**src/sv/ffpa_pkg.sv**
```systemverilog
// package: types, constants and codes for the first-fit page range allocator
package ffpa_pkg;

    localparam int MAX_REGIONS_DEF      = 64;
    localparam int PAGE_NUMBER_BITS_DEF = 20;

    localparam int FUNC_W   = 2;
    localparam int START_W  = PAGE_NUMBER_BITS_DEF;
    localparam int COUNT_W  = PAGE_NUMBER_BITS_DEF + 1;
    localparam int STATUS_W = 2;

    localparam logic [FUNC_W-1:0] FN_ALLOC = 2'd0;
    localparam logic [FUNC_W-1:0] FN_FREE  = 2'd1;
    localparam logic [FUNC_W-1:0] FN_INIT  = 2'd2;

    localparam logic [STATUS_W-1:0] ST_OK      = 2'd0;
    localparam logic [STATUS_W-1:0] ST_IGNORED = 2'd1;
    localparam logic [STATUS_W-1:0] ST_NOFIT   = 2'd2;
    localparam logic [STATUS_W-1:0] ST_FULL    = 2'd3;

    localparam logic CFG_HEAP_START = 1'b0;
    localparam logic CFG_HEAP_COUNT = 1'b1;

    typedef struct packed {
        logic [FUNC_W-1:0]  func;
        logic [START_W-1:0] start_page;
        logic [COUNT_W-1:0] page_count;
    } t_in_item;

    typedef struct packed {
        logic [STATUS_W-1:0] status;
        logic [START_W-1:0]  alloc_page;
    } t_out_item;

    typedef enum logic [1:0] {
        S_IDLE,
        S_EVAL,
        S_DONE
    } t_state;

    // cell update commands
    typedef enum logic [2:0] {
        OP_HOLD,
        OP_SHIFT_DOWN,
        OP_SHIFT_UP,
        OP_LOAD,
        OP_LOAD_DROP,
        OP_CLEAR,
        OP_INIT
    } t_op;

    typedef struct packed {
        t_op op;
        logic [10:0] target;
    } t_cmd;

endpackage

```
**src/sv/ffpa_cell.sv**
```systemverilog
// one table cell: holds one free range and its valid bit
module ffpa_cell
    import ffpa_pkg::*;
#(
    parameter int PB = PAGE_NUMBER_BITS_DEF,
    parameter int IW = 6
) (
    input  logic          i_clk,
    input  logic          i_rst_n,
    input  logic [IW-1:0] i_index,
    input  t_cmd          i_cmd,
    input  logic [PB-1:0] i_load_start,
    input  logic [PB:0]   i_load_len,
    input  logic          i_prev_valid,
    input  logic [PB-1:0] i_prev_start,
    input  logic [PB:0]   i_prev_len,
    input  logic          i_next_valid,
    input  logic [PB-1:0] i_next_start,
    input  logic [PB:0]   i_next_len,
    output logic          o_valid,
    output logic [PB-1:0] o_start,
    output logic [PB:0]   o_len
);

    logic          r_valid, n_valid;
    logic [PB-1:0] r_start, n_start;
    logic [PB:0]   r_len, n_len;
    logic          at, above, atabove;

    assign at      = (i_cmd.target[IW-1:0] == i_index);
    assign above   = (i_index > i_cmd.target[IW-1:0]);
    assign atabove = at || above;

    always_comb begin
        n_valid = r_valid;
        n_start = r_start;
        n_len   = r_len;
        unique case (i_cmd.op)
            OP_HOLD: ;
            OP_CLEAR: n_valid = 1'b0;
            OP_LOAD: begin
                if (at) begin
                    n_valid = 1'b1;
                    n_start = i_load_start;
                    n_len   = i_load_len;
                end
            end
            OP_SHIFT_UP: begin
                if (at) begin
                    n_valid = 1'b1;
                    n_start = i_load_start;
                    n_len   = i_load_len;
                end else if (above) begin
                    n_valid = i_prev_valid;
                    n_start = i_prev_start;
                    n_len   = i_prev_len;
                end
            end
            OP_SHIFT_DOWN: begin
                if (atabove) begin
                    n_valid = i_next_valid;
                    n_start = i_next_start;
                    n_len   = i_next_len;
                end
            end
            OP_LOAD_DROP: begin
                // load this cell, then close the gap above it
                if (at) begin
                    n_start = i_load_start;
                    n_len   = i_load_len;
                end else if (above) begin
                    n_valid = i_next_valid;
                    n_start = i_next_start;
                    n_len   = i_next_len;
                end
            end
            OP_INIT: begin
                // load this cell, empty everything above it
                if (at) begin
                    n_valid = 1'b1;
                    n_start = i_load_start;
                    n_len   = i_load_len;
                end else if (above) begin
                    n_valid = 1'b0;
                end
            end
            default: ;
        endcase
    end

    always_ff @(posedge i_clk) begin
        if (!i_rst_n) begin
            r_valid <= 1'b0;
        end else begin
            r_valid <= n_valid;
        end
        r_start <= n_start;
        r_len   <= n_len;
    end

    assign o_valid = r_valid;
    assign o_start = r_start;
    assign o_len   = r_len;

endmodule

```
**config.mk**
```make
export PLATFORM = sky130hd
export DESIGN_NAME = ffpa_cell
export DESIGN_NICKNAME = d
export VERILOG_FILES = /design/src/sv/ffpa_pkg.sv /design/src/sv/ffpa_cell.sv
export SDC_FILE = /design/constraint.sdc
export NUM_CORES = 1
export LEC_CHECK = 0
export ABC_AREA = 0
export BUFFER_PORTS_ARGS = -buffer_cell sky130_fd_sc_hd__buf_2
export CORE_MARGIN = 2
export CORE_UTILIZATION = 48
export DETAILED_ROUTE_END_ITERATION = 10
export GPL_TIMING_DRIVEN = 1
export PLACE_DENSITY = 0.94
export SYNTH_ARGS = -nofsm -noshare
export SYNTH_HDL_FRONTEND = slang
export SYNTH_SLANG_ARGS = --single-unit
export TNS_END_PERCENT = 1
```
**constraint.sdc**
```tcl
create_clock -name i_clk -period 6.72 [get_ports i_clk]
set_input_delay 0.672 -clock i_clk [delete_from_list [all_inputs] [get_ports i_clk]]
set_output_delay 0.672 -clock i_clk [all_outputs]
set_load 0.005 [all_outputs]
```
# Word-level counts from Yosys, hierarchy flattened
# Index checks and enable logic that the tools add are counted.
# totals
output_inout_bits	42
word_cells	48
reg_bits	42
inputBits	147
# classes
n_mux	23
order_cmp	1
eq_ne	15
reduce_logical	6
# ops
operator	count
two-way mux 21 bit	6
two-way mux 20 bit	6
case mux 21 bit (4 select lines)	1
case mux 20 bit (4 select lines)	1
== test 3 bit, second input constant	3
inequality test 3 bit, second input constant	3
two-way mux 1 bit	8
inequality test 2 bit, second input constant	4
AND reduction 7 bit	1
== test 3 x 2 -> 1 bit, second input constant	2
== test 6 bit	1
greater-than comparator 6 bit	1
case mux 1 bit (6 select lines)	1
nonzero test 6 bit	1
AND reduction 5 bit	1
nonzero test 4 bit	1
== test 3 x 1 -> 1 bit, second input constant	1
inequality test 2 x 1 -> 1 bit, second input constant	1
OR reduction 2 bit	1
logical OR 1 bit	1

# Depth between registers and ports, before layout
# Gate-level depths: netlist of run 1.
# depth
depth_word	4
depth_mapped	11
mapped_depth_nobuf	8

# Least setup slack after synthesis of run 1
# OpenSTA, ideal clock, no wires.
# synth_timing
kind	input to register
from	in i_cmd[5] in the netlist's numbering
to	reg r_len[0] (netlist: o_len[0]), enable pin
path_buffers	2
required_time_ps	6338
setup_slack_ps	3766
path_stages	9
setup_ps	382
t_arrival_ps	2572
path_cell_list	inv_1 ha_1 nand4_2 or2_1 buf_2 buf_2 a21o_1 nand2_1 o221a_2
# synth_via
elab_chain_len	4
word_cells_on_any_way	8
classes_between	order compare: 1; eq/ne: 5; reduce/logical: 2
# synth_lines
item	line	rtl
from (decl)	ffpa_cell.sv:11	input t_cmd i_cmd,
greater-than comparator 6 bit / == test 6 bit (equally long branches)	ffpa_cell.sv:31, ffpa_cell.sv:30	
logical OR 1 bit	ffpa_cell.sv:32	assign atabove = at || above;
inequality test 2 bit (no line)	n/a	
AND reduction 5 bit (no line) *	n/a	
to (signal assigned)	ffpa_cell.sv:98	r_len <= n_len;
to (decl)	ffpa_cell.sv:27	logic [PB:0] r_len, n_len;
# Every way passes the cells marked *; elsewhere a longest branch is shown, timed or not.
# A chain may end at the register's enable or synchronous reset.

# Final worst setup path of run 1
# layout_timing
from	in i_index[5]
to	reg r_start[1] (netlist: o_start[1]), enable pin
# layout_via
elab_chain_len	4
word_cells_on_any_way	8
classes_between	order compare: 1; eq/ne: 5; reduce/logical: 2
# layout_lines
item	line	rtl
from (decl)	ffpa_cell.sv:10	input logic [IW-1:0] i_index,
greater-than comparator 6 bit / == test 6 bit (equally long branches)	ffpa_cell.sv:31, ffpa_cell.sv:30	
logical OR 1 bit	ffpa_cell.sv:32	
inequality test 2 bit (no line)	n/a	
AND reduction 5 bit (no line) *	n/a	
to (signal assigned)	ffpa_cell.sv:97	r_start <= n_start;
to (decl)	ffpa_cell.sv:26	logic [PB-1:0] r_start, n_start;
# Marked as above.

==> metrics.txt, run 1 <==
outcome=complete, no violations; Critical Path Start Type=input port; DR pass1 iterations=8; via count=3927; Slew Viols, Final=0; final hold vios=0; crit end category=flop; crit path max fanout=51; Synth Register Bits=42; leak pwr=1.91 nW; Worst-Skew Late Latency=290 ps; Main synth FF type=edfxtp_1; initial antenna violation count=2; Die Ht=87.0 microns; Seq/Total Area, Yosys=37.8%; DP Area=4170 sq um; Synth Warn #=0; CTS max path bufs=2; vias per cell=6.19; CTS tree=yes; CP Data Arrival Time=3260 ps; io pins=189; VDD IR max=0.0910 mV; Post-CTS Setup Inserts=0; PwrDens=177 nW/um^2; layout cells sized above 1=36.6%; # Max-Cap Violations=0; std cell rows=30; multi-input logic area=1790 sq um; via count of the first global-routing pass=3510; nets=704; crit path kind=in2reg; syn avg cell area=8.32 sq um; final core occ=63.8%; register area=1250 sq um; Reg clk slew, reported paths=80 ps; CP required=6630 ps; Max Freq=0.298 GHz; DRT antenna net count=0; post-CTS sizing=0; non-filler instance count after layout=634; Post-synth EDFFs=41; Routed WL=10700 microns; Tightest Hold Check Type=reg2reg; Final Instance Area=4290 sq um; GP Congestion=0.767; fin crit share=49.9%; HPWL after detailed placement=7410 microns; Hold Path Cell Cnt=2; Starting Density=49.3%; minimum clock period=3350 ps; Die W=87.0 microns; clock buffers created by TritonCTS=5; total global-route track usage=25.8%; # clock sinks=42; Iter 0 DRT Violations=345; post-synth cell types=35; first-pass GRT wire length=15600 microns; Setup TNS=0 ps; Die Footprint=7580 sq um; worst reg-to-reg path cell count=2; most frequent cells in the layout=buf_2 (183), o21ai_0 (92), nor2_1 (50); slew margin rel.=27.1%; Remaining DRCs=0; GR Overflow Total=0; fill count=561; commonest non-fill, non-tap cell in the layout=buf_2; H-Tree Depth=2; Cells after DPL=624; clock root buffer=clkbuf_8; Synth Instances=398; RSZ-0062 raised after global routing=no; ys async rst share=0%; Power, Total=0.757 mW; Synth Cell Area=3310 sq um; slew of the pin with the lowest slew margin=1090 ps; Port Buffers=183; WL/cell=16.9 microns; Syn Nets=551; Setup Viol. Count Final=0; Core ar.=6720 sq um; largest net degree at the start of global routing=104; area grow syn2layout=29.5%; Post-CTS Hold Buffers=0; Clock Skew=0 ps
-- critical path, stage by stage --
cell and delay [ps]:
buf_2 100, ha_1 320, nand4_2 180, nor2_4 860
o221a_2 1110
-- synth_stat cells, types with 2 or more instances --
library cell | instances | area [sq um]
nand2_1 | 7 | 26.3
o311a_1 | 23 | 230
buf_1 | 2 | 7.51
o21ai_0 | 92 | 460
ha_1 | 6 | 75.1
edfxtp_1 | 41 | 1230
a222oi_1 | 18 | 180
a21o_1 | 2 | 15.0
nor2_1 | 50 | 188
inv_1 | 25 | 93.8
or2_2 | 2 | 12.5
a21oi_1 | 27 | 135
buf_6 | 2 | 22.5
buf_2 | 10 | 50.1
o211ai_1 | 23 | 173
a21oi_2 | 2 | 17.5
nand2b_1 | 25 | 156
clkbuf_1 | 24 | 90.1
-- final timing paths --
kind	end	slack, ps	startpoint
max	o_start[1]	3370	i_index[5]
min	o_valid	490	o_valid
max reg2reg	o_valid	6140	o_valid
min reg2reg	o_valid	490	o_valid
-- state kept, by name (all words and copies together) (netlist names) --
name	flops
o_len	21
o_start	20
o_valid	1
-- kinds of logic after synthesis --
logic type | after synthesis | share of synthesized area [%]
AOI/OAI and AO/OA | 194 | 38.4
adders and majority gates | 6 | 2.27
buffers and inverters | 65 | 8.32
DFF | 42 | 37.8
muxes | 1 | 0.302
and+or+nand+nor | 90 | 12.9
-- per-stage QoR --
stage	hold WS [ps]	setup slack, ps
5_1_grt	499	3200
3_5_place_dp	475	3060
6_report	487	3370
2_1_floorplan	451	3770
3_3_place_gp	444	3140
4_1_cts	483	3370
-- layer usage --
metal  part of all wire [%]  GRT usage, %
met3                    8.8          3.60
met2                     51          46.4
met5                      0             0
met1                     38          30.4
met4                    1.9          11.2
-- layout make-up --
type,instances,share of cell area [%]
inverters,26,2.28
multi-input cells,291,41.8
well taps,80,2.34
diodes,2,0.117
clock buffers,5,1.61
flip-flops and latches,42,29.2
clock inverters,3,0.934
repair buffers,185,21.7
-- power by group --
group | switching, mW | total [mW] | internal [mW] | leakage [nW]
Clock | 0.0918 | 0.201 | 0.110 | 0.0579
Sequential | 0.00762 | 0.336 | 0.329 | 0.384
Combinational | 0.121 | 0.219 | 0.0979 | 1.47
Power figures use the tool's default switching activity.
==> inputs of run 2 (changes only) <==
--- a/config.mk
+++ b/config.mk
@@ -5,13 +5,13 @@
 export SDC_FILE = /design/constraint.sdc
 export NUM_CORES = 1
 export LEC_CHECK = 0
-export ABC_AREA = 0
+export ABC_AREA = 1
 export BUFFER_PORTS_ARGS = -buffer_cell sky130_fd_sc_hd__buf_2
 export CORE_MARGIN = 2
-export CORE_UTILIZATION = 48
+export CORE_UTILIZATION = 45
 export DETAILED_ROUTE_END_ITERATION = 10
 export GPL_TIMING_DRIVEN = 1
-export PLACE_DENSITY = 0.94
+export PLACE_DENSITY = 0.9
 export SYNTH_ARGS = -nofsm -noshare
 export SYNTH_HDL_FRONTEND = slang
 export SYNTH_SLANG_ARGS = --single-unit
==> constraint.sdc (replaced) <==
create_clock -name i_clk -period 3.3 [get_ports i_clk]
set_input_delay 0.33 -clock i_clk [delete_from_list [all_inputs] [get_ports i_clk]]
set_output_delay 0.33 -clock i_clk [all_outputs]
set_load 0.005 [all_outputs]
==> metrics.txt, run 2 <==
setup slack at placement=563 ps (-2500 ps); Die W=89.9 microns (+3.3%); most area-hungry cell type in the Yosys netlist=edfxtp_1; Worst-Skew Late Latency=290 ps (about the same); crit path max fanout=41 (-20%); Crit path largest cell delay=370 ps (-740 ps); Post-CTS Hold Buffers=0 (unchanged); final core occ=60.4% (-3.4 points); Die Ht=89.9 microns (+3.3%); Synth Warn #=0 (unchanged); Power, Total=1.53 mW (+100%); Tightest Hold Check Type=in2reg; HPWL after detailed placement=7310 microns (-1.4%); clock buffers created by TritonCTS=5 (unchanged); slew margin rel.=53.5% (+26 points); diode count=0 (-2); Post-Synth Adder-Cell Area=2.26% (-0.0060 points); PwrDens=350 nW/um^2 (+98%); commonest non-fill, non-tap cell in the layout=nand2_1; via count=3841 (-2.2%); DR pass1 iterations=4 (-4); largest family of logic cells by synthesized area=simple AND/OR/NAND/NOR gates; Setup Viol. Count Final=0 (unchanged); Worst path slowest cell=inv_4; most frequent cells in the layout=nand2_1 (255), buf_2 (183), edfxtp_1 (41); syn avg cell area=7.12 sq um (-14%); nets=792 (+13%); Slew Viols, Final=0 (unchanged); # Max-Cap Violations=0 (unchanged); leak pwr=2.25 nW (+17%); io pins=189 (unchanged); Core ar.=7210 sq um (+7.4%); CTS max path bufs=2 (unchanged); area grow syn2layout=31.3%; post-synth cell types=27 (-23%); layout cells sized above 1=36.1% (-0.50 points); Iter 0 DRT Violations=248 (-28%); crit end category=flop; non-filler instance count after layout=739 (+17%); Post-CTS Setup Inserts=0 (unchanged); CTS tree=yes; Port Buffers=183 (unchanged); Synth Cell Area=3320 sq um (+0.26%); std cell rows=31 (+3.3%); RSZ-0062 raised after global routing=no; GP Congestion=0.825 (+7.6%); Max Freq=0.412 GHz; H-Tree Depth=2 (unchanged); Main synth FF type=edfxtp_1; Syn Nets=619 (+12%); Simple-Gate Fraction of Synth Area=39.0% (+26 points); clock root buffer=clkbuf_8; CP Data Arrival Time=2450 ps (-810 ps); fin crit share=73.6%; GR Overflow Total=0 (unchanged); first-pass GRT wire length=16500 microns (+5.7%); Cells after DPL=731 (+17%); xor/xnor share of the synthesized area=0% (unchanged); Critical Path Start Type=input port; Synth Register Bits=42 (unchanged); post-CTS sizing=0 (unchanged); DRT antenna net count=0 (unchanged); synth top area cells=edfxtp_1 (37%), nand2_1 (29%), o211ai_1 (5.2%), o211ai_2 (4.9%), nand4_1 (4.3%); total global-route track usage=24.6% (-1.2 points); WL/cell=13.4 microns (-21%); final worst slack=872 ps (-2500 ps); initial antenna violation count=0 (-2); Reg clk slew, reported paths=80 ps (about the same); outcome=complete, no violations; Post-synth EDFFs=41 (unchanged); Clock Skew=0 ps (unchanged); synth cell count leaders=nand2_1 (255), edfxtp_1 (41), inv_1 (31); post-synthesis mux area share=0% (-0.30 points); Synth Instances=466 (+17%); Remaining DRCs=0 (unchanged); largest net degree at the start of global routing=52 (-50%); Starting Density=46.0% (-3.3 points); ys async rst share=0% (unchanged); VDD IR max=0.145 mV (+59%); CP required=3320 ps (-3310 ps); # clock sinks=42 (unchanged); Setup TNS=0 ps (unchanged); vias per cell=5.20 (-16%); critical path cell sequence=buf_2, inv_1, ha_1, nand2_1, nor2_1, nand2_2, inv_4, buf_4, nand2_2, nand2_4, clkinv_4, nand2_1, o211ai_1; via count of the first global-routing pass=3796 (+8.1%); most frequent cell after synthesis=nand2_1; Routed WL=9870 microns (-8.1%); Synth top area share=37.1% (-0.098 points); minimum clock period=2430 ps; final hold vios=0 (unchanged); crit path kind=in2reg; hold_sp=i_rst_n; slew of the pin with the lowest slew margin=696 ps (-398 ps); R2R Path Start=o_valid; max reg flops=21 (unchanged); Die Footprint=8080 sq um (+6.6%); area fraction in compound gates after synthesis=12.0% (-26 points); Seq/Total Area, Yosys=37.7% (-0.10 points); crit path from=i_cmd[5]
==> run 2: cell types whose count changed after synthesis, sizes merged, moves of 3 or more <==
cell	change
inv	+12
nand3	+14
or2	-3
o21ai	-90
clkbuf	-18
nand2b	-25
nand4	+22
o211ai	+13
a222oi	-18
nor2	-41
nand2	+255
o311a	-23
a21oi	-24
buf	+3
==> run 2: worst max-delay path, delay by kind of cell <==
| kind | cells | cell delay, ps |
|---|---|---|
| AO/OA/AOI/OAI | 1 | 100 |
| buffers and inverters | 5 | 930 |
| adder cells (fa/ha/maj) | 1 | 280 |
| AND/OR/NAND/NOR | 6 | 790 |
==> run 2: path summary, 6_finish.rpt <==
kind	cells past startpoint	slack, ps	to
setup / recovery	13	870	o_start[2]
hold / removal	3	250	o_valid
hold reg to reg	4	510	o_valid
setup reg to reg	4	2720	o_valid
==> run 2: report_power, final <==
part	switching, mW	internal, mW	total (mW)	leakage [nW]
Combinational	0.265	0.210	0.475	1.81
Sequential	0.0210	0.702	0.723	0.392
Clock	0.182	0.146	0.328	0.0426
Total	0.468	1.06	1.53	2.25
==> run 2: cells by family (layout without fill, tap and decap cells) <==
kind of cell | Yosys count | after routing
flops | 42 | 42
compound gates | 45 | 45
fa+ha+maj | 6 | 6
simple gates | 310 | 310
buf+inv | 63 | 237
==> run 2: through the flow <==
| step | instance area (sq um) | hold WS [ps] |
|---|---|---|
| 2_1_floorplan | 3320 | 450 |
| 3_3_place_gp | 4280 | 500 |
| 3_5_place_dp | 4280 | 502 |
| 4_1_cts | 4360 | 249 |
| 5_1_grt | 4360 | 271 |
| 6_report | 4360 | 251 |
==> run 2: area by class of cell <==
cell class	instances	area, sq um
multi-input combinational	361	1780
fill	673	2860
clock inverter	2	8.76
sequential	42	1250
tap	99	124
inverter	39	156
timing repair buffer	190	968
clock buffer	6	72.6
==> run 2: metal layers <==
metal  vias to the layer above  track usage (%)  part of all wire (%)
met5                         -                0                     0
li1                       1880                -                     -
met2                       196             44.5                    51
met4                         0             11.8                   2.7
met1                      1740             28.4                    39
met3                        25             4.02                   7.4
==> inputs of run 3 (changes only) <==
--- a/config.mk
+++ b/config.mk
@@ -8,10 +8,10 @@
 export ABC_AREA = 1
 export BUFFER_PORTS_ARGS = -buffer_cell sky130_fd_sc_hd__buf_2
 export CORE_MARGIN = 2
-export CORE_UTILIZATION = 45
+export CORE_UTILIZATION = 41
 export DETAILED_ROUTE_END_ITERATION = 10
 export GPL_TIMING_DRIVEN = 1
-export PLACE_DENSITY = 0.9
+export PLACE_DENSITY = 0.86
 export SYNTH_ARGS = -nofsm -noshare
 export SYNTH_HDL_FRONTEND = slang
 export SYNTH_SLANG_ARGS = --single-unit
==> constraint.sdc (replaced) <==
create_clock -name i_clk -period 1.97 [get_ports i_clk]
set_input_delay 0.197 -clock i_clk [delete_from_list [all_inputs] [get_ports i_clk]]
set_output_delay 0.197 -clock i_clk [all_outputs]
set_load 0.005 [all_outputs]
==> metrics.txt, run 3 (synthesis gave the netlist of run 2 again) <==
Routed WL=10500 microns (+6.6%); Core ar.=7770 sq um (+7.7%); final hold vios=0 (unchanged); Cells after DPL=739 (+1.1%); PwrDens=604 nW/um^2 (+73%); sw power=0.812 mW (+74%); WL/cell=14.1 microns (+5.5%); max reg flops=21 (unchanged); Starting Density=42.7% (-3.3 points); std cell rows=32 (+3.2%); Die Ht=94.0 microns (+4.6%); Clock Skew=0 ps (unchanged); slew margin rel.=61.5% (+8.0 points); outcome=complete, no violations; Max Freq=0.595 GHz; HPWL after detailed placement=8110 microns (+11%); Slew Viols, Final=0 (unchanged); crit path max fanout=24 (-41%); fin crit share=85.3%; Tightest Hold Check Type=in2reg; Reg clk slew, reported paths=80 ps (about the same); most frequent cells in the layout=nand2_1 (253), buf_2 (183), edfxtp_1 (41); largest net degree at the start of global routing=34 (-35%); Remaining DRCs=0 (unchanged); layout cells sized above 1=38.4% (+2.4 points); GR Overflow Total=0 (unchanged); diode count=0 (unchanged); slew of the pin with the lowest slew margin=577 ps (-120 ps); Setup TNS=0 ps (unchanged); VDD IR max=0.341 mV (+140%); Crit path largest cell delay=490 ps (+120 ps); nets=797 (+0.63%); minimum clock period=1680 ps; Port Buffers=183 (unchanged); non-filler instance count after layout=747 (+1.1%); Pint=1.94 mW (+83%); sw frac=29.5% (-1.2 points); commonest non-fill, non-tap cell in the layout=nand2_1; Die W=94.0 microns (+4.6%); Worst-Skew Late Latency=290 ps (about the same); H-Tree Depth=2 (unchanged); clock root buffer=clkbuf_8; clock power share=25.1% (+3.6 points); power share of the sequential group=44.3% (-3.1 points); crit end category=flop; Die Footprint=8830 sq um (+9.3%); CTS max path bufs=2 (unchanged); GP Congestion=0.787 (-4.5%); CTS tree=yes; RSZ-0062 raised after global routing=no; DR pass1 iterations=5 (+1); DRT antenna net count=0 (unchanged); Worst path slowest cell=a21oi_4; Setup Viol. Count Final=0 (unchanged); CP Data Arrival Time=1710 ps (-740 ps); vias per cell=5.21 (+0.32%); # clock sinks=42 (unchanged); Post-CTS Setup Inserts=0 (unchanged); first-pass GRT wire length=16500 microns (about the same); critical path cell sequence=buf_2, inv_12, ha_4, nand2_2, nor2_2, nand2_2, inv_4, buf_12, a21oi_4, o211ai_1; Iter 0 DRT Violations=168 (-32%); area grow syn2layout=37.2%; leak pwr=2.30 nW (+2.3%); via count of the first global-routing pass=3787 (-0.24%); Post-CTS Hold Buffers=0 (unchanged); io pins=189 (unchanged); # Max-Cap Violations=0 (unchanged); post-CTS sizing=0 (unchanged); clock buffers created by TritonCTS=5 (unchanged); Critical Path Start Type=input port; initial antenna violation count=0 (unchanged); logic gate share of total power=30.6% (-0.5 points); most frequent CP cell=nand2_2; total global-route track usage=23.5% (-1.1 points); CP required=1990 ps (-1330 ps); via count=3895 (+1.4%); crit path kind=in2reg
## run 3: cell types whose count changed in the layout (fill, tap and decap cells not counted), moves of 2 or more
| cell | previous run | this run |
|---|---|---|
| buf_12 | 0 | 4 |
| ha_1 | 6 | 2 |
| nand2_1 | 255 | 253 |
| nand2_2 | 5 | 7 |
| ha_4 | 0 | 4 |
| inv_1 | 31 | 27 |
| inv_4 | 2 | 4 |
## run 3: power by group through the flow
| stage | combinational (mW) | clock [mW] | sequential [mW] |
|---|---|---|---|
| after floorplan | 0.406 | 0 | 1.26 |
| after global placement | 0.812 | 0 | 1.23 |
| after detailed placement | 0.845 | 0 | 1.24 |
| after CTS | 0.848 | 0.699 | 1.22 |
| after global routing | 0.935 | 0.733 | 1.23 |
| final | 0.843 | 0.691 | 1.22 |
## run 3: per-layer routing
layer | share of wire [%] | global-route usage [%]
met5 | 0 | 0
met4 | 2.5 | 9.90
met3 | 8.5 | 4.33
met2 | 52 | 44.8
met1 | 37 | 25.2
## run 3: path summary, 6_finish.rpt
path	end	depth (start not counted)	startpoint	slack, ps
worst max-delay path	o_start[13]	10	i_cmd[3]	290
worst min-delay path	o_valid	3	i_rst_n	120
worst max register to register	o_valid	4	o_valid	1380
worst min register to register	o_valid	4	o_valid	520
## run 3: final cells by class
cell class	count	area [sq um]
fill	735	3210
multi-input combinational	361	1840
sequential	42	1250
timing repair buffer	195	1060
inverter	39	174
tap	102	128
clock buffer	7	76.3
clock inverter	1	30.0
## run 3: through the flow
stage                     cell area [sq um]  setup slack (ps)  power (mW)  util [%]  hold WS [ps]
after CTS                              4550               278        2.77      58.6           115
after floorplan                        3410              -175        1.66         -           317
after detailed placement               4450             -41.3        2.09      57.2           435
after global placement                 4450             -25.6        2.04      57.2           430
after global routing                   4550               157        2.90      58.6           132
final                                  4550               289        2.75      58.6           117
## run 3: worst max-delay path, delay by kind of cell
| family | cells | cell delay (ps) |
|---|---|---|
| AOI/OAI and AO/OA | 2 | 660 |
| buffers and inverters | 4 | 390 |
| adders and majority gates | 1 | 230 |
| and+or+nand+nor | 3 | 210 |
